`src/hdl/sqsw_pkg.sv`:
```
package sqsw_pkg;

    localparam int PERIOD_BITS    = 11;
    localparam int PACE_BITS      = 3;
    localparam int SHIFT_BITS     = 3;
    localparam int DUTY_SEL_BITS  = 2;
    localparam int DUTY_STEPS     = 8;
    localparam int VOL_BITS       = 4;
    localparam int MODE_BITS      = 2;
    localparam int CFG_INDEX_BITS = 2;
    localparam int CFG_DATA_BITS  = 3;

    localparam int IN_FIELD_BITS   = PERIOD_BITS + VOL_BITS;
    localparam int IN_TDATA_BITS   = ((IN_FIELD_BITS + 7) / 8) * 8;
    localparam int OUT_FIELD_BITS  = PERIOD_BITS + 1 + VOL_BITS + 1;
    localparam int OUT_TDATA_BITS  = ((OUT_FIELD_BITS + 7) / 8) * 8;

    localparam logic [DUTY_STEPS-1:0] DUTY_POS_RESET = 8'h80;

    typedef enum logic [MODE_BITS-1:0] {
        MODE_LOAD,
        MODE_TRIGGER,
        MODE_TICK,
        MODE_DUTY
    } t_mode;

    typedef enum logic [CFG_INDEX_BITS-1:0] {
        CFG_SWEEP_PACE,
        CFG_SWEEP_DOWN,
        CFG_SWEEP_SHIFT,
        CFG_DUTY_SELECT
    } t_cfg_index;

    typedef struct packed {
        logic [PACE_BITS-1:0]     sweep_pace;
        logic                     sweep_down;
        logic [SHIFT_BITS-1:0]    sweep_shift;
        logic [DUTY_SEL_BITS-1:0] duty_select;
    } t_cfg;

    typedef struct packed {
        logic                   duty_high;
        logic [VOL_BITS-1:0]    sample;
        logic                   enabled;
        logic [PERIOD_BITS-1:0] period;
    } t_result;

    typedef struct packed {
        logic                   overflow;
        logic [PERIOD_BITS-1:0] value;
    } t_sweep;

    function automatic t_sweep sweep_calc(
        input logic [PERIOD_BITS-1:0] shadow,
        input logic                   down,
        input logic [SHIFT_BITS-1:0]  shift
    );
        logic [PERIOD_BITS-1:0] delta;
        logic [PERIOD_BITS:0]   wide;
        t_sweep                 res;
        delta = shadow >> shift;
        if (down) begin
            wide = {1'b0, shadow} - {1'b0, delta};
        end else begin
            wide = {1'b0, shadow} + {1'b0, delta};
        end
        res.overflow = wide[PERIOD_BITS];
        res.value    = wide[PERIOD_BITS-1:0];
        return res;
    endfunction

    function automatic logic [DUTY_STEPS-1:0] duty_pattern(
        input logic [DUTY_SEL_BITS-1:0] sel
    );
        logic [DUTY_STEPS-1:0] pat;
        case (sel)
            2'd0:    pat = 8'h01;
            2'd1:    pat = 8'h81;
            2'd2:    pat = 8'h87;
            default: pat = 8'h7E;
        endcase
        return pat;
    endfunction

endpackage

```
`src/hdl/sqsw_cfg.sv`:
```
module sqsw_cfg (
    input  logic                                i_clk,
    input  logic                                i_rst_n,
    input  logic                                i_wr_en,
    input  logic [sqsw_pkg::CFG_INDEX_BITS-1:0] i_index,
    input  logic [sqsw_pkg::CFG_DATA_BITS-1:0]  i_data,
    output sqsw_pkg::t_cfg                      o_cfg
);

    sqsw_pkg::t_cfg r_cfg;
    sqsw_pkg::t_cfg n_cfg;

    always_comb begin
        n_cfg = r_cfg;
        if (i_wr_en) begin
            unique case (sqsw_pkg::t_cfg_index'(i_index))
                sqsw_pkg::CFG_SWEEP_PACE: begin
                    n_cfg.sweep_pace = i_data[sqsw_pkg::PACE_BITS-1:0];
                end
                sqsw_pkg::CFG_SWEEP_DOWN: begin
                    n_cfg.sweep_down = i_data[0];
                end
                sqsw_pkg::CFG_SWEEP_SHIFT: begin
                    n_cfg.sweep_shift = i_data[sqsw_pkg::SHIFT_BITS-1:0];
                end
                sqsw_pkg::CFG_DUTY_SELECT: begin
                    n_cfg.duty_select = i_data[sqsw_pkg::DUTY_SEL_BITS-1:0];
                end
                default: begin
                end
            endcase
        end
    end

    always_ff @(posedge i_clk) begin
        if (!i_rst_n) begin
            r_cfg <= '0;
        end else begin
            r_cfg <= n_cfg;
        end
    end

    assign o_cfg = r_cfg;

endmodule

```
`src/hdl/sqsw_core.sv`:
```
module sqsw_core (
    input  logic                             i_clk,
    input  logic                             i_rst_n,
    input  logic                             i_step,
    input  sqsw_pkg::t_mode                  i_mode,
    input  logic [sqsw_pkg::PERIOD_BITS-1:0] i_period_in,
    input  logic [sqsw_pkg::VOL_BITS-1:0]    i_volume,
    input  sqsw_pkg::t_cfg                   i_cfg,
    output sqsw_pkg::t_result                o_result
);

    logic [sqsw_pkg::DUTY_STEPS-1:0]  r_duty_pos, n_duty_pos;
    logic                             r_active, n_active;
    logic [sqsw_pkg::PACE_BITS-1:0]   r_count, n_count;
    logic [sqsw_pkg::PERIOD_BITS-1:0] r_shadow, n_shadow;
    logic [sqsw_pkg::PERIOD_BITS-1:0] r_period, n_period;
    logic                             r_on, n_on;

    logic [sqsw_pkg::PERIOD_BITS-1:0] w_sweep_base;
    logic [sqsw_pkg::PACE_BITS-1:0]   w_count_dec;
    sqsw_pkg::t_sweep                 w_sweep_a;
    sqsw_pkg::t_sweep                 w_sweep_b;
    logic                             w_high;

    assign w_sweep_base = (i_mode == sqsw_pkg::MODE_TRIGGER) ? r_period : r_shadow;
    assign w_sweep_a    = sqsw_pkg::sweep_calc(w_sweep_base, i_cfg.sweep_down,
                                               i_cfg.sweep_shift);
    assign w_sweep_b    = sqsw_pkg::sweep_calc(w_sweep_a.value, i_cfg.sweep_down,
                                               i_cfg.sweep_shift);
    assign w_count_dec  = r_count - 1'b1;

    always_comb begin
        n_duty_pos = r_duty_pos;
        n_active   = r_active;
        n_count    = r_count;
        n_shadow   = r_shadow;
        n_period   = r_period;
        n_on       = r_on;
        unique case (i_mode)
            sqsw_pkg::MODE_LOAD: begin
                n_period = i_period_in;
            end
            sqsw_pkg::MODE_TRIGGER: begin
                n_on     = 1'b1;
                n_shadow = r_period;
                n_count  = i_cfg.sweep_pace;
                n_active = (i_cfg.sweep_pace != '0) || (i_cfg.sweep_shift != '0);
                if (i_cfg.sweep_shift != '0 && w_sweep_a.overflow) begin
                    n_on     = 1'b0;
                    n_active = 1'b0;
                end
            end
            sqsw_pkg::MODE_TICK: begin
                if (r_active && i_cfg.sweep_pace != '0 && r_period != '0) begin
                    if (w_count_dec != '0) begin
                        n_count = w_count_dec;
                    end else begin
                        n_count = i_cfg.sweep_pace;
                        if (w_sweep_a.overflow) begin
                            n_on     = 1'b0;
                            n_active = 1'b0;
                        end else if (i_cfg.sweep_shift != '0) begin
                            n_shadow = w_sweep_a.value;
                            n_period = w_sweep_a.value;
                            if (w_sweep_b.overflow) begin
                                n_on     = 1'b0;
                                n_active = 1'b0;
                            end
                        end
                    end
                end
            end
            sqsw_pkg::MODE_DUTY: begin
                n_duty_pos = {r_duty_pos[0], r_duty_pos[sqsw_pkg::DUTY_STEPS-1:1]};
            end
            default: begin
            end
        endcase
    end

    always_ff @(posedge i_clk) begin
        if (!i_rst_n) begin
            r_duty_pos <= sqsw_pkg::DUTY_POS_RESET;
            r_active   <= 1'b0;
            r_count    <= '0;
            r_shadow   <= '0;
            r_period   <= '0;
            r_on       <= 1'b0;
        end else if (i_step) begin
            r_duty_pos <= n_duty_pos;
            r_active   <= n_active;
            r_count    <= n_count;
            r_shadow   <= n_shadow;
            r_period   <= n_period;
            r_on       <= n_on;
        end
    end

    assign w_high = |(sqsw_pkg::duty_pattern(i_cfg.duty_select) & n_duty_pos);

    assign o_result.duty_high = w_high;
    assign o_result.sample    = w_high ? i_volume : '0;
    assign o_result.enabled   = n_on;
    assign o_result.period    = n_period;

endmodule

```
`src/hdl/square_channel_freq_sweep_unit.sv`:
```
// An accepted input beat passes through the input register, then the output register.
// Throughput: one beat per cycle while the output is not stalled; the channel state
// updates as the item leaves the input register, so each item sees the state left by the one before.
// Reset: synchronous, active low; clears the configuration, the channel state
// (duty position back to its top bit) and both valid flags; beat data is not reset.
module square_channel_freq_sweep_unit (
    input  logic                                i_clk,
    input  logic                                i_rst_n,

    input  logic                                i_cfg_wr_en,
    input  logic [sqsw_pkg::CFG_INDEX_BITS-1:0] i_cfg_index,
    input  logic [sqsw_pkg::CFG_DATA_BITS-1:0]  i_cfg_data,

    input  logic                                i_s_axis_tvalid,
    output logic                                o_s_axis_tready,
    // [10:0] period_in, [14:11] volume, [15] zero
    input  logic [sqsw_pkg::IN_TDATA_BITS-1:0]  i_s_axis_tdata,
    // [1:0] mode
    input  logic [sqsw_pkg::MODE_BITS-1:0]      i_s_axis_tuser,

    output logic                                o_m_axis_tvalid,
    input  logic                                i_m_axis_tready,
    // [10:0] period_out, [11] enabled_out, [15:12] sample_out, [16] duty_high,
    // [23:17] zero
    output logic [sqsw_pkg::OUT_TDATA_BITS-1:0] o_m_axis_tdata
);

    sqsw_pkg::t_cfg                   w_cfg;
    sqsw_pkg::t_result                w_result;
    logic                             w_advance;
    logic                             w_in_accept;

    logic                             r_in_valid;
    sqsw_pkg::t_mode                  r_in_mode;
    logic [sqsw_pkg::PERIOD_BITS-1:0] r_in_period;
    logic [sqsw_pkg::VOL_BITS-1:0]    r_in_volume;

    logic                             r_out_valid;
    sqsw_pkg::t_result                r_out;

    assign w_advance       = r_in_valid && (!r_out_valid || i_m_axis_tready);
    assign o_s_axis_tready = !r_in_valid || w_advance;
    assign w_in_accept     = i_s_axis_tvalid && o_s_axis_tready;

    sqsw_cfg u_cfg (
        .i_clk   (i_clk),
        .i_rst_n (i_rst_n),
        .i_wr_en (i_cfg_wr_en),
        .i_index (i_cfg_index),
        .i_data  (i_cfg_data),
        .o_cfg   (w_cfg)
    );

    sqsw_core u_core (
        .i_clk       (i_clk),
        .i_rst_n     (i_rst_n),
        .i_step      (w_advance),
        .i_mode      (r_in_mode),
        .i_period_in (r_in_period),
        .i_volume    (r_in_volume),
        .i_cfg       (w_cfg),
        .o_result    (w_result)
    );

    always_ff @(posedge i_clk) begin
        if (!i_rst_n) begin
            r_in_valid  <= 1'b0;
            r_out_valid <= 1'b0;
        end else begin
            if (w_in_accept) begin
                r_in_valid <= 1'b1;
            end else if (w_advance) begin
                r_in_valid <= 1'b0;
            end
            if (w_advance) begin
                r_out_valid <= 1'b1;
            end else if (i_m_axis_tready) begin
                r_out_valid <= 1'b0;
            end
        end
    end

    always_ff @(posedge i_clk) begin
        if (w_in_accept) begin
            r_in_mode   <= sqsw_pkg::t_mode'(i_s_axis_tuser);
            r_in_period <= i_s_axis_tdata[sqsw_pkg::PERIOD_BITS-1:0];
            r_in_volume <= i_s_axis_tdata[sqsw_pkg::IN_FIELD_BITS-1:sqsw_pkg::PERIOD_BITS];
        end
        if (w_advance) begin
            r_out <= w_result;
        end
    end

    assign o_m_axis_tvalid = r_out_valid;
    assign o_m_axis_tdata  = sqsw_pkg::OUT_TDATA_BITS'(r_out);

endmodule
```
`config.mk`:
```
export PLATFORM = sky130hd
export DESIGN_NAME = square_channel_freq_sweep_unit
export DESIGN_NICKNAME = d
export VERILOG_FILES = /design/src/hdl/sqsw_pkg.sv /design/src/hdl/sqsw_cfg.sv /design/src/hdl/sqsw_core.sv /design/src/hdl/square_channel_freq_sweep_unit.sv
export SDC_FILE = /design/constraint.sdc
export NUM_CORES = 1
export LEC_CHECK = 0
export BUFFER_PORTS_ARGS = -buffer_cell sky130_fd_sc_hd__buf_2
export CAP_MARGIN = 20
export CORE_MARGIN = 2
export CORE_UTILIZATION = 29
export CTS_CLUSTER_SIZE = 24
export DETAILED_ROUTE_END_ITERATION = 8
export PLACE_DENSITY = 0.48
export RECOVER_POWER = 50
export SLEW_MARGIN = 20
export SYNTH_ARGS = -nofsm -noshare
export SYNTH_HDL_FRONTEND = slang
export SYNTH_SLANG_ARGS = --single-unit
```
`constraint.sdc`:
```
create_clock -name i_clk -period 7.36 [get_ports i_clk]
set_input_delay 0.368 -clock i_clk [delete_from_list [all_inputs] [get_ports i_clk]]
set_output_delay 0.368 -clock i_clk [all_outputs]
set_load 0.03 [all_outputs]
```
After elaboration in Yosys (flattened, before gate mapping)
Index checks and enable logic that the tools add are counted.
{"block": "totals", "register_bits": 80, "latchBits": 0, "ram_bits": 0, "romBits": 0, "in_bits": 28, "out_inout_bits": 26, "wordCells": 105, "memories": 0}
{"block": "classes", "n_addsub": 5, "mul": 0, "div_mod_pow": 0, "magnitude_cmp": 0, "eq_ne": 14, "n_shift": 2, "muxes": 36, "n_bitwise": 1, "reduce_logical": 28}
{"op": "11-bit two-way mux", "n": 9}
{"op": "11-bit case mux with 2 select lines", "n": 2}
{"op": "11-bit by 11-bit adder with 12-bit output", "n": 2}
{"op": "12-bit two-way mux", "n": 2}
{"op": "8-bit case mux with 3 select lines", "n": 1}
{"op": "11-bit by 11-bit subtractor with 12-bit output", "n": 2}
{"op": "11-bit by 3-bit right shift with 11-bit output", "n": 2}
{"op": "1-bit two-way mux", "n": 16}
{"op": "6-bit AND reduction", "n": 2}
{"op": "11-bit nonzero test", "n": 1}
{"op": "2-bit equality test, second input constant", "n": 5}
{"op": "3-bit nonzero test", "n": 3}
{"op": "8-bit bitwise AND", "n": 1}
{"op": "8-bit two-way mux", "n": 1}
{"op": "2-bit AND reduction", "n": 4}
{"op": "8-bit OR reduction", "n": 1}
{"op": "2-bit by 1-bit equality test with 1-bit output, second input constant", "n": 3}
{"op": "2-bit zero test", "n": 3}
{"op": "3-bit two-way mux", "n": 2}
{"op": "3-bit by 1-bit inequality test with 1-bit output, second input constant", "n": 2}
{"op": "3-bit case mux with 2 select lines", "n": 1}
{"op": "2-bit nonzero test", "n": 3}
{"op": "1-bit logical AND", "n": 5}
{"op": "2-bit by 1-bit inequality test with 1-bit output, second input constant", "n": 2}
{"op": "other kinds (6)", "n": 11}

Longest topological paths before layout
{"block": "depth", "depth_word": 14, "ltp_mapped": 42, "mapped_depth_nobuf": 40}

Hierarchy
From an unflattened synthesis, not the netlist that was laid out.
{"block": "hier_totals", "cells_unflattened": 732, "area_unflattened_um2": 6535.0}
{"module": "sqsw_core", "instances": 1, "cells_per_inst": 646, "area_per_inst_um2": 4994.8, "seq_area_each_um2": 700.7}
{"module": "square_channel_freq_sweep_unit", "instances": 1, "cells_per_inst": 51, "area_per_inst_um2": 1181.1, "seq_area_each_um2": 1061.0}
{"module": "sqsw_cfg", "instances": 1, "cells_per_inst": 35, "area_per_inst_um2": 359.1, "seq_area_each_um2": 180.2}

Worst setup path before layout
Ideal clock, no wire load.
{"block": "synth_path", "path_kind": "flip-flop to flip-flop", "from": "register r_in_mode[0]", "to": "register r_out, in the netlist o_m_axis_tdata[11], data pin", "setup_ps": 145, "t_arrival_ps": 7217, "required_ps": 7215, "setup_slack_ps": -2, "stages_incl_launch_ff": 42, "path_buffers": 2, "period_less_slack_ps": 7362, "cell_sequence": "edfxtp_1 -> ha_1 -> buf_6 -> buf_12 -> mux2i_2 -> a222oi_1 -> nand2_1 -> nand2_1 -> o21ai_0 -> ha_1 -> nor2b_1 -> a41oi_1 -> nand2_1 -> xnor2_1 -> ha_1 -> a21oi_1 -> nor2b_1 -> a311o_1 -> [... 6 more ...] -> o32ai_1 -> inv_1 -> ha_1 -> nor2b_1 -> a21oi_1 -> xor2_1 -> ha_1 -> a21o_1 -> a21oi_1 -> nor2b_1 -> o21ai_0 -> nand2_1 -> o311a_1 -> o211a_1 -> o21ai_1 -> mux2_2 -> a211o_1 -> o21ai_1"}
{"block": "synth_between", "elab_chain_cells": 14, "word_cells_on_any_way": 19, "cone_classes": "add/sub: 4; eq/ne: 2; shift: 2; mux: 10; reduce/logical: 1"}
{"item": "start: declaration", "line_no": "square_channel_freq_sweep_unit.sv:34", "source": "sqsw_pkg::t_mode r_in_mode;"}
{"item": "start signal: assignment", "line_no": "square_channel_freq_sweep_unit.sv:85", "source": "r_in_mode <= sqsw_pkg::t_mode'(i_s_axis_tuser);"}
{"item": "2-bit by 1-bit equality test with 1-bit output", "line_no": "sqsw_core.sv:25, sqsw_core.sv:39"}
{"item": "11-bit two-way mux", "line_no": "sqsw_core.sv:25", "source": "assign w_sweep_base = (i_mode == sqsw_pkg::MODE_TRIGGER) ? r_period : r_shadow;"}
{"item": "11-bit by 3-bit right shift with 11-bit output", "line_no": "sqsw_pkg.sv:61", "source": "delta = shadow >> shift;"}
{"item": "11-bit by 11-bit adder with 12-bit output or 11-bit by 11-bit subtractor with 12-bit output (tied branches)", "line_no": "sqsw_pkg.sv:65, sqsw_pkg.sv:63"}
{"item": "12-bit two-way mux", "line_no": "sqsw_pkg.sv:62", "source": "if (down) begin"}
{"item": "11-bit by 3-bit right shift with 11-bit output", "line_no": "sqsw_pkg.sv:61"}
{"item": "11-bit by 11-bit adder with 12-bit output or 11-bit by 11-bit subtractor with 12-bit output (tied branches)", "line_no": "sqsw_pkg.sv:65, sqsw_pkg.sv:63"}
{"item": "12-bit two-way mux", "line_no": "sqsw_pkg.sv:62"}
{"item": "1-bit two-way mux", "line_no": "sqsw_core.sv:65", "source": "if (w_sweep_b.overflow) begin"}
{"item": "1-bit two-way mux", "line_no": "sqsw_core.sv:62", "source": "end else if (i_cfg.sweep_shift != '0) begin"}
{"item": "1-bit two-way mux", "line_no": "sqsw_core.sv:59", "source": "if (w_sweep_a.overflow) begin"}
{"item": "1-bit two-way mux", "line_no": "sqsw_core.sv:55", "source": "if (w_count_dec != '0) begin"}
{"item": "1-bit two-way mux", "line_no": "sqsw_core.sv:54", "source": "if (r_active && i_cfg.sweep_pace != '0 && r_period != '0) begin"}
{"item": "1-bit case mux with 2 select lines (*)", "line_no": "sqsw_core.sv:39", "source": "unique case (i_mode)"}
{"item": "named net u_core.n_on", "line_no": "sqsw_core.sv:17", "source": "logic r_on, n_on;"}
{"item": "end signal: assignment", "line_no": "square_channel_freq_sweep_unit.sv:90", "source": "r_out <= w_result;"}
{"item": "end: declaration", "line_no": "square_channel_freq_sweep_unit.sv:39", "source": "sqsw_pkg::t_result r_out;"}
The timed path passes the listed nets; every way through them passes the cells marked *.
A chain may end at the register's enable or synchronous reset.

Worst setup path in the final report
{"block": "layout_path", "from": "register r_in_mode[1]", "to": "register r_out, in the netlist o_m_axis_tdata[11], data pin"}
Same word-level chain as after synthesis.

==> metrics.txt <==
# TYPE chip_impl_metric gauge
chip_impl_info{name="status",value="complete, but fails checks"} 1
chip_impl_info{name="violated_checks",value="max-capacitance violations, max-slew violations, negative setup slack"} 1
chip_impl_metric{name="finalNetCount",unit=""} 941
chip_impl_metric{name="period_share",unit="%"} 102
chip_impl_metric{name="synth.avg_cell_area",unit="um^2"} 8.84
chip_impl_metric{name="io_pins",unit=""} 54
chip_impl_info{name="synth-main-ff-cell",value="sky130_fd_sc_hd__dfxtp_1"} 1
chip_impl_metric{name="cts_htree_levels",unit=""} 3
chip_impl_metric{name="route.final.wire_length",unit="um"} 19700
chip_impl_metric{name="place_hpwl",unit="um"} 14900
chip_impl_metric{name="detailroute.via_count",unit=""} 6109
chip_impl_metric{name="drv_cap",unit=""} 2
chip_impl_metric{name="proportion_of_register_bits_with_asynchronous_set_or_reset_after_synthesis",unit="%"} 0
chip_impl_metric{name="antennaDiodeCount",unit=""} 0
chip_impl_metric{name="grt_pass1_vias",unit=""} 5866
chip_impl_metric{name="first_iter_violations",unit=""} 386
chip_impl_info{name="yosys.cell_count.top_type",value="sky130_fd_sc_hd__nand2_1"} 1
chip_impl_metric{name="max-clock-path-buffers",unit=""} 2
chip_impl_info{name="timing.critical_path.max_delay_family",value="compound AO/OA/AOI/OAI gates"} 1
chip_impl_info{name="timing.critical_path.to_type",value="register"} 1
chip_impl_metric{name="cts.clk_slew.worst_paths",unit="ns"} 0.07
chip_impl_metric{name="synth.yosys.warnings",unit=""} 0
chip_impl_metric{name="totalNegativeSetupSlack",unit="ns"} -0.255
chip_impl_metric{name="grt_first_pass_wirelength",unit="um"} 31900
chip_impl_metric{name="synth-seq-area-share",unit="%"} 30.1
chip_impl_metric{name="drcViolationCount",unit=""} 0
chip_impl_metric{name="holdBufCountCts",unit=""} 0
chip_impl_metric{name="synth.top_cell.area_share",unit="%"} 15.8
chip_impl_metric{name="synthesis.area",unit="um^2"} 6440
chip_impl_metric{name="grt_usage",unit="%"} 16.9
chip_impl_metric{name="arrival",unit="ns"} 7.67
chip_impl_info{name="ctsRootBufferMaster",value="sky130_fd_sc_hd__clkbuf_16"} 1
chip_impl_metric{name="layout_area_overhead",unit="%"} 30.2
chip_impl_metric{name="initial_utilization",unit="%"} 29.5
chip_impl_metric{name="timing.final.setup_violations",unit=""} 3
chip_impl_metric{name="hold_viol_final",unit=""} 0
chip_impl_metric{name="cts_num_sinks",unit=""} 80
chip_impl_metric{name="clock_power_share",unit="%"} 17.6
chip_impl_info{name="unrepaired_setup_endpoints_after_global_routing",value="yes"} 1
chip_impl_metric{name="drive_above_1_share",unit="%"} 29.1
chip_impl_metric{name="syn-instance-count",unit=""} 729
chip_impl_metric{name="fin_crit",unit="ns"} 7.48
chip_impl_metric{name="postRouteAntennaNets",unit=""} 0
chip_impl_metric{name="fillCellCount",unit=""} 2267
chip_impl_info{name="netlist_top_cells_area",value="sky130_fd_sc_hd__edfxtp_1 (16%), sky130_fd_sc_hd__dfxtp_1 (14%), sky130_fd_sc_hd__mux2i_1 (5.6%)"} 1
chip_impl_metric{name="drt-pass1-iter-count",unit=""} 5
chip_impl_metric{name="maxSlewHeadroom",unit="%"} -45.3
chip_impl_metric{name="finClkSkew",unit="ns"} 0.0101
chip_impl_metric{name="critical_path.n_buffers_inverters",unit=""} 3
chip_impl_metric{name="placed_cells_incl_taps",unit=""} 1132
chip_impl_metric{name="power.share.sequential",unit="%"} 20.3
chip_impl_metric{name="grt-ovfl-total",unit=""} 0
chip_impl_metric{name="gp_congestion",unit=""} 0.838
chip_impl_info{name="crit_path_most_repeated_cell",value="sky130_fd_sc_hd__nand2_1"} 1
chip_impl_metric{name="proportion_of_total_power_due_to_net_switching",unit="%"} 40.0
chip_impl_metric{name="max_clock_freq",unit="MHz"} 134
chip_impl_metric{name="post_synth_num_cell_types",unit=""} 93
chip_impl_metric{name="netSwitchingPower",unit="uW"} 985
chip_impl_metric{name="ir_drop",unit="mV"} 0.109
chip_impl_metric{name="die-height",unit="um"} 153
chip_impl_metric{name="die-area",unit="um^2"} 23400
chip_impl_metric{name="fin_cells",unit=""} 1170
chip_impl_metric{name="power.static_leakage",unit="nW"} 3.61
chip_impl_metric{name="finalPower",unit="mW"} 2.46
chip_impl_metric{name="combinationalPowerShare",unit="%"} 62.0
chip_impl_info{name="hold_class",value="input port to register"} 1
chip_impl_info{name="slowest_stage",value="sky130_fd_sc_hd__mux4_2"} 1
chip_impl_metric{name="internal-power",unit="mW"} 1.48
chip_impl_info{name="tritoncts_clock_tree",value="done"} 1
chip_impl_metric{name="avgViaCountPerCell",unit=""} 5.22
chip_impl_metric{name="core_region_area",unit="um^2"} 21800
chip_impl_metric{name="critical_path_required",unit="ns"} 7.56
chip_impl_metric{name="pre_cts_slack",unit="ns"} -0.279
chip_impl_metric{name="cts-buffers-inserted",unit=""} 9
chip_impl_metric{name="maximum_number_of_pins_on_one_net_before_global_route_repair",unit=""} 50
chip_impl_metric{name="critical_path.max_stage_delay",unit="ns"} 0.48
chip_impl_metric{name="report.final.slew_viol_count",unit=""} 97
chip_impl_metric{name="wl_per_cell",unit="um"} 16.8
chip_impl_metric{name="core.rowCount",unit=""} 54
chip_impl_metric{name="setup_slack",unit="ns"} -0.118
chip_impl_metric{name="chipWidth",unit="um"} 153
chip_impl_metric{name="port_buffers",unit=""} 45
chip_impl_metric{name="clock_insertion_delay_worst_skew",unit="ns"} 0.34
chip_impl_info{name="setup.worst_path.start_class",value="register"} 1
chip_impl_metric{name="critPathMaxFanout",unit=""} 6
chip_impl_info{name="synth_top_area_cell",value="sky130_fd_sc_hd__edfxtp_1"} 1
chip_impl_info{name="critPathKind",value="register to register"} 1
chip_impl_metric{name="worstMarginPinSlew",unit="ns"} 2.18
chip_impl_metric{name="pwr_density_cell",unit="nW/um^2"} 293
chip_impl_metric{name="number_of_flops_mapped_to_enable_cells_by_yosys",unit=""} 34
chip_impl_metric{name="number_of_antenna_violations_at_the_first_check_in_global_routing",unit=""} 0
chip_impl_metric{name="total_of_flip_flops_plus_latches_after_synthesis",unit=""} 80
chip_impl_info{name="ys_top_cells_by_count",value="sky130_fd_sc_hd__nand2_1 (63), sky130_fd_sc_hd__nor2_1 (53), sky130_fd_sc_hd__dfxtp_1 (46)"} 1
[worst paths after layout]
check | startpoint | slack, ns | end | depth (start not counted)
hold / removal | i_s_axis_tdata[11] | 0.19 | r_in_volume[0]$_DFFE_PP_ | 1
setup / recovery | r_in_mode[1]$_DFFE_PP_ | -0.12 | o_m_axis_tdata[11]$_DFFE_PP_ | 38
hold reg to reg | u_core.r_duty_pos[6]$_SDFFE_PN0P_ | 0.48 | u_core.r_duty_pos[6]$_SDFFE_PN0P_ | 2
setup reg to reg | r_in_mode[1]$_DFFE_PP_ | -0.12 | o_m_axis_tdata[11]$_DFFE_PP_ | 38
[logic make-up after synthesis]
family / synth area share [%]
muxes: 11.3
AOI/OAI and AO/OA: 23.4
buffers and inverters: 5.86
DFF: 30.1
adders and majority gates: 5.44
xor gates and xnor gates: 4.97
other: 0.0582
and+or+nand+nor: 18.8
[metrics by stage]
step	instance area, um^2	hold WS (ns)	utilization [%]
after global routing	8390	0.182	38.5
after floorplan	6470	0.451	-
final	8390	0.193	38.5
after detailed placement	7750	0.474	35.5
after global placement	7750	0.472	35.5
after CTS	8320	0.190	38.1
[worst register-to-register path: cells and delay by family, from the launching register on]
family          cells  cell delay, ns
compound gates     12            2.38
xor+xnor            2            0.28
fa+ha+maj           4            0.85
buf+inv             3            0.38
flops               1            0.40
mux                 4            1.18
simple gates       13            1.86
[flip-flops by register name (all words and copies together) (netlist names)]
| name | cells |
|---|---|
| u_core.r_active | 1 |
| r_in_period | 11 |
| o_m_axis_tdata | 17 |
| u_cfg.o_cfg | 9 |
| u_core.r_shadow | 11 |
| u_core.r_count | 3 |
| r_in_mode | 2 |
| r_in_valid | 1 |
| u_core.r_period | 11 |
| r_in_volume | 4 |
| u_core.r_on | 1 |
| u_core.r_duty_pos | 8 |
| o_m_axis_tvalid | 1 |
[cells in the final DEF, fill, tap and decap left out, types with 12 or more instances in the layout]
cell type	n
sky130_fd_sc_hd__a21oi_1	35
sky130_fd_sc_hd__a222oi_1	12
sky130_fd_sc_hd__a31oi_1	13
sky130_fd_sc_hd__buf_2	25
sky130_fd_sc_hd__buf_4	136
sky130_fd_sc_hd__clkbuf_1	22
sky130_fd_sc_hd__dfxtp_1	46
sky130_fd_sc_hd__edfxtp_1	34
sky130_fd_sc_hd__ha_1	25
sky130_fd_sc_hd__inv_1	30
sky130_fd_sc_hd__mux2i_1	35
sky130_fd_sc_hd__nand2_1	60
sky130_fd_sc_hd__nand3_1	24
sky130_fd_sc_hd__nor2_1	51
sky130_fd_sc_hd__nor2b_1	25
sky130_fd_sc_hd__o211a_1	13
sky130_fd_sc_hd__o21ai_0	26
sky130_fd_sc_hd__xnor2_1	18
[power by group through the flow]
stage                     logic (mW)  clock network [mW]  registers (mW)
after CTS                       1.48               0.444           0.500
after global routing            1.68               0.465           0.503
final                           1.53               0.435           0.501
after global placement          1.39                   0           0.509
after floorplan                0.826                   0           0.516
after detailed placement        1.39                   0           0.509
[what timing repair did]
item | 4_1_cts | 5_1_grt
gates cloned | 1 | 0
buffers inserted | 13 | 8
pin swaps | 31 | 23
setup endpoints to repair | 3 | 3
hold endpoints to repair | 0 | 0
gates resized for setup | 35 | 11
[metal layers]
metal  share of wire, %  routed length, um  track usage, %  up-vias
met5                  0                  0               0        -
met4                1.8                362            4.32        0
met3                3.9                766            2.41       23
met2                 45               8850            26.6      121
met1                 49               9690            24.2     2945
li1                   -                  -               -     3020
[final cells by class]
type	instances	area [um^2]	area share, %
repair buffers	187	1330	15.9
flip-flops and latches	80	1940	23.1
well taps	280	350	4.17
clock inverters	5	37.5	0.447
clock buffers	11	254	3.03
inverters	36	135	1.61
multi-input cells	571	4340	51.7
Power figures use the tool's default switching activity.
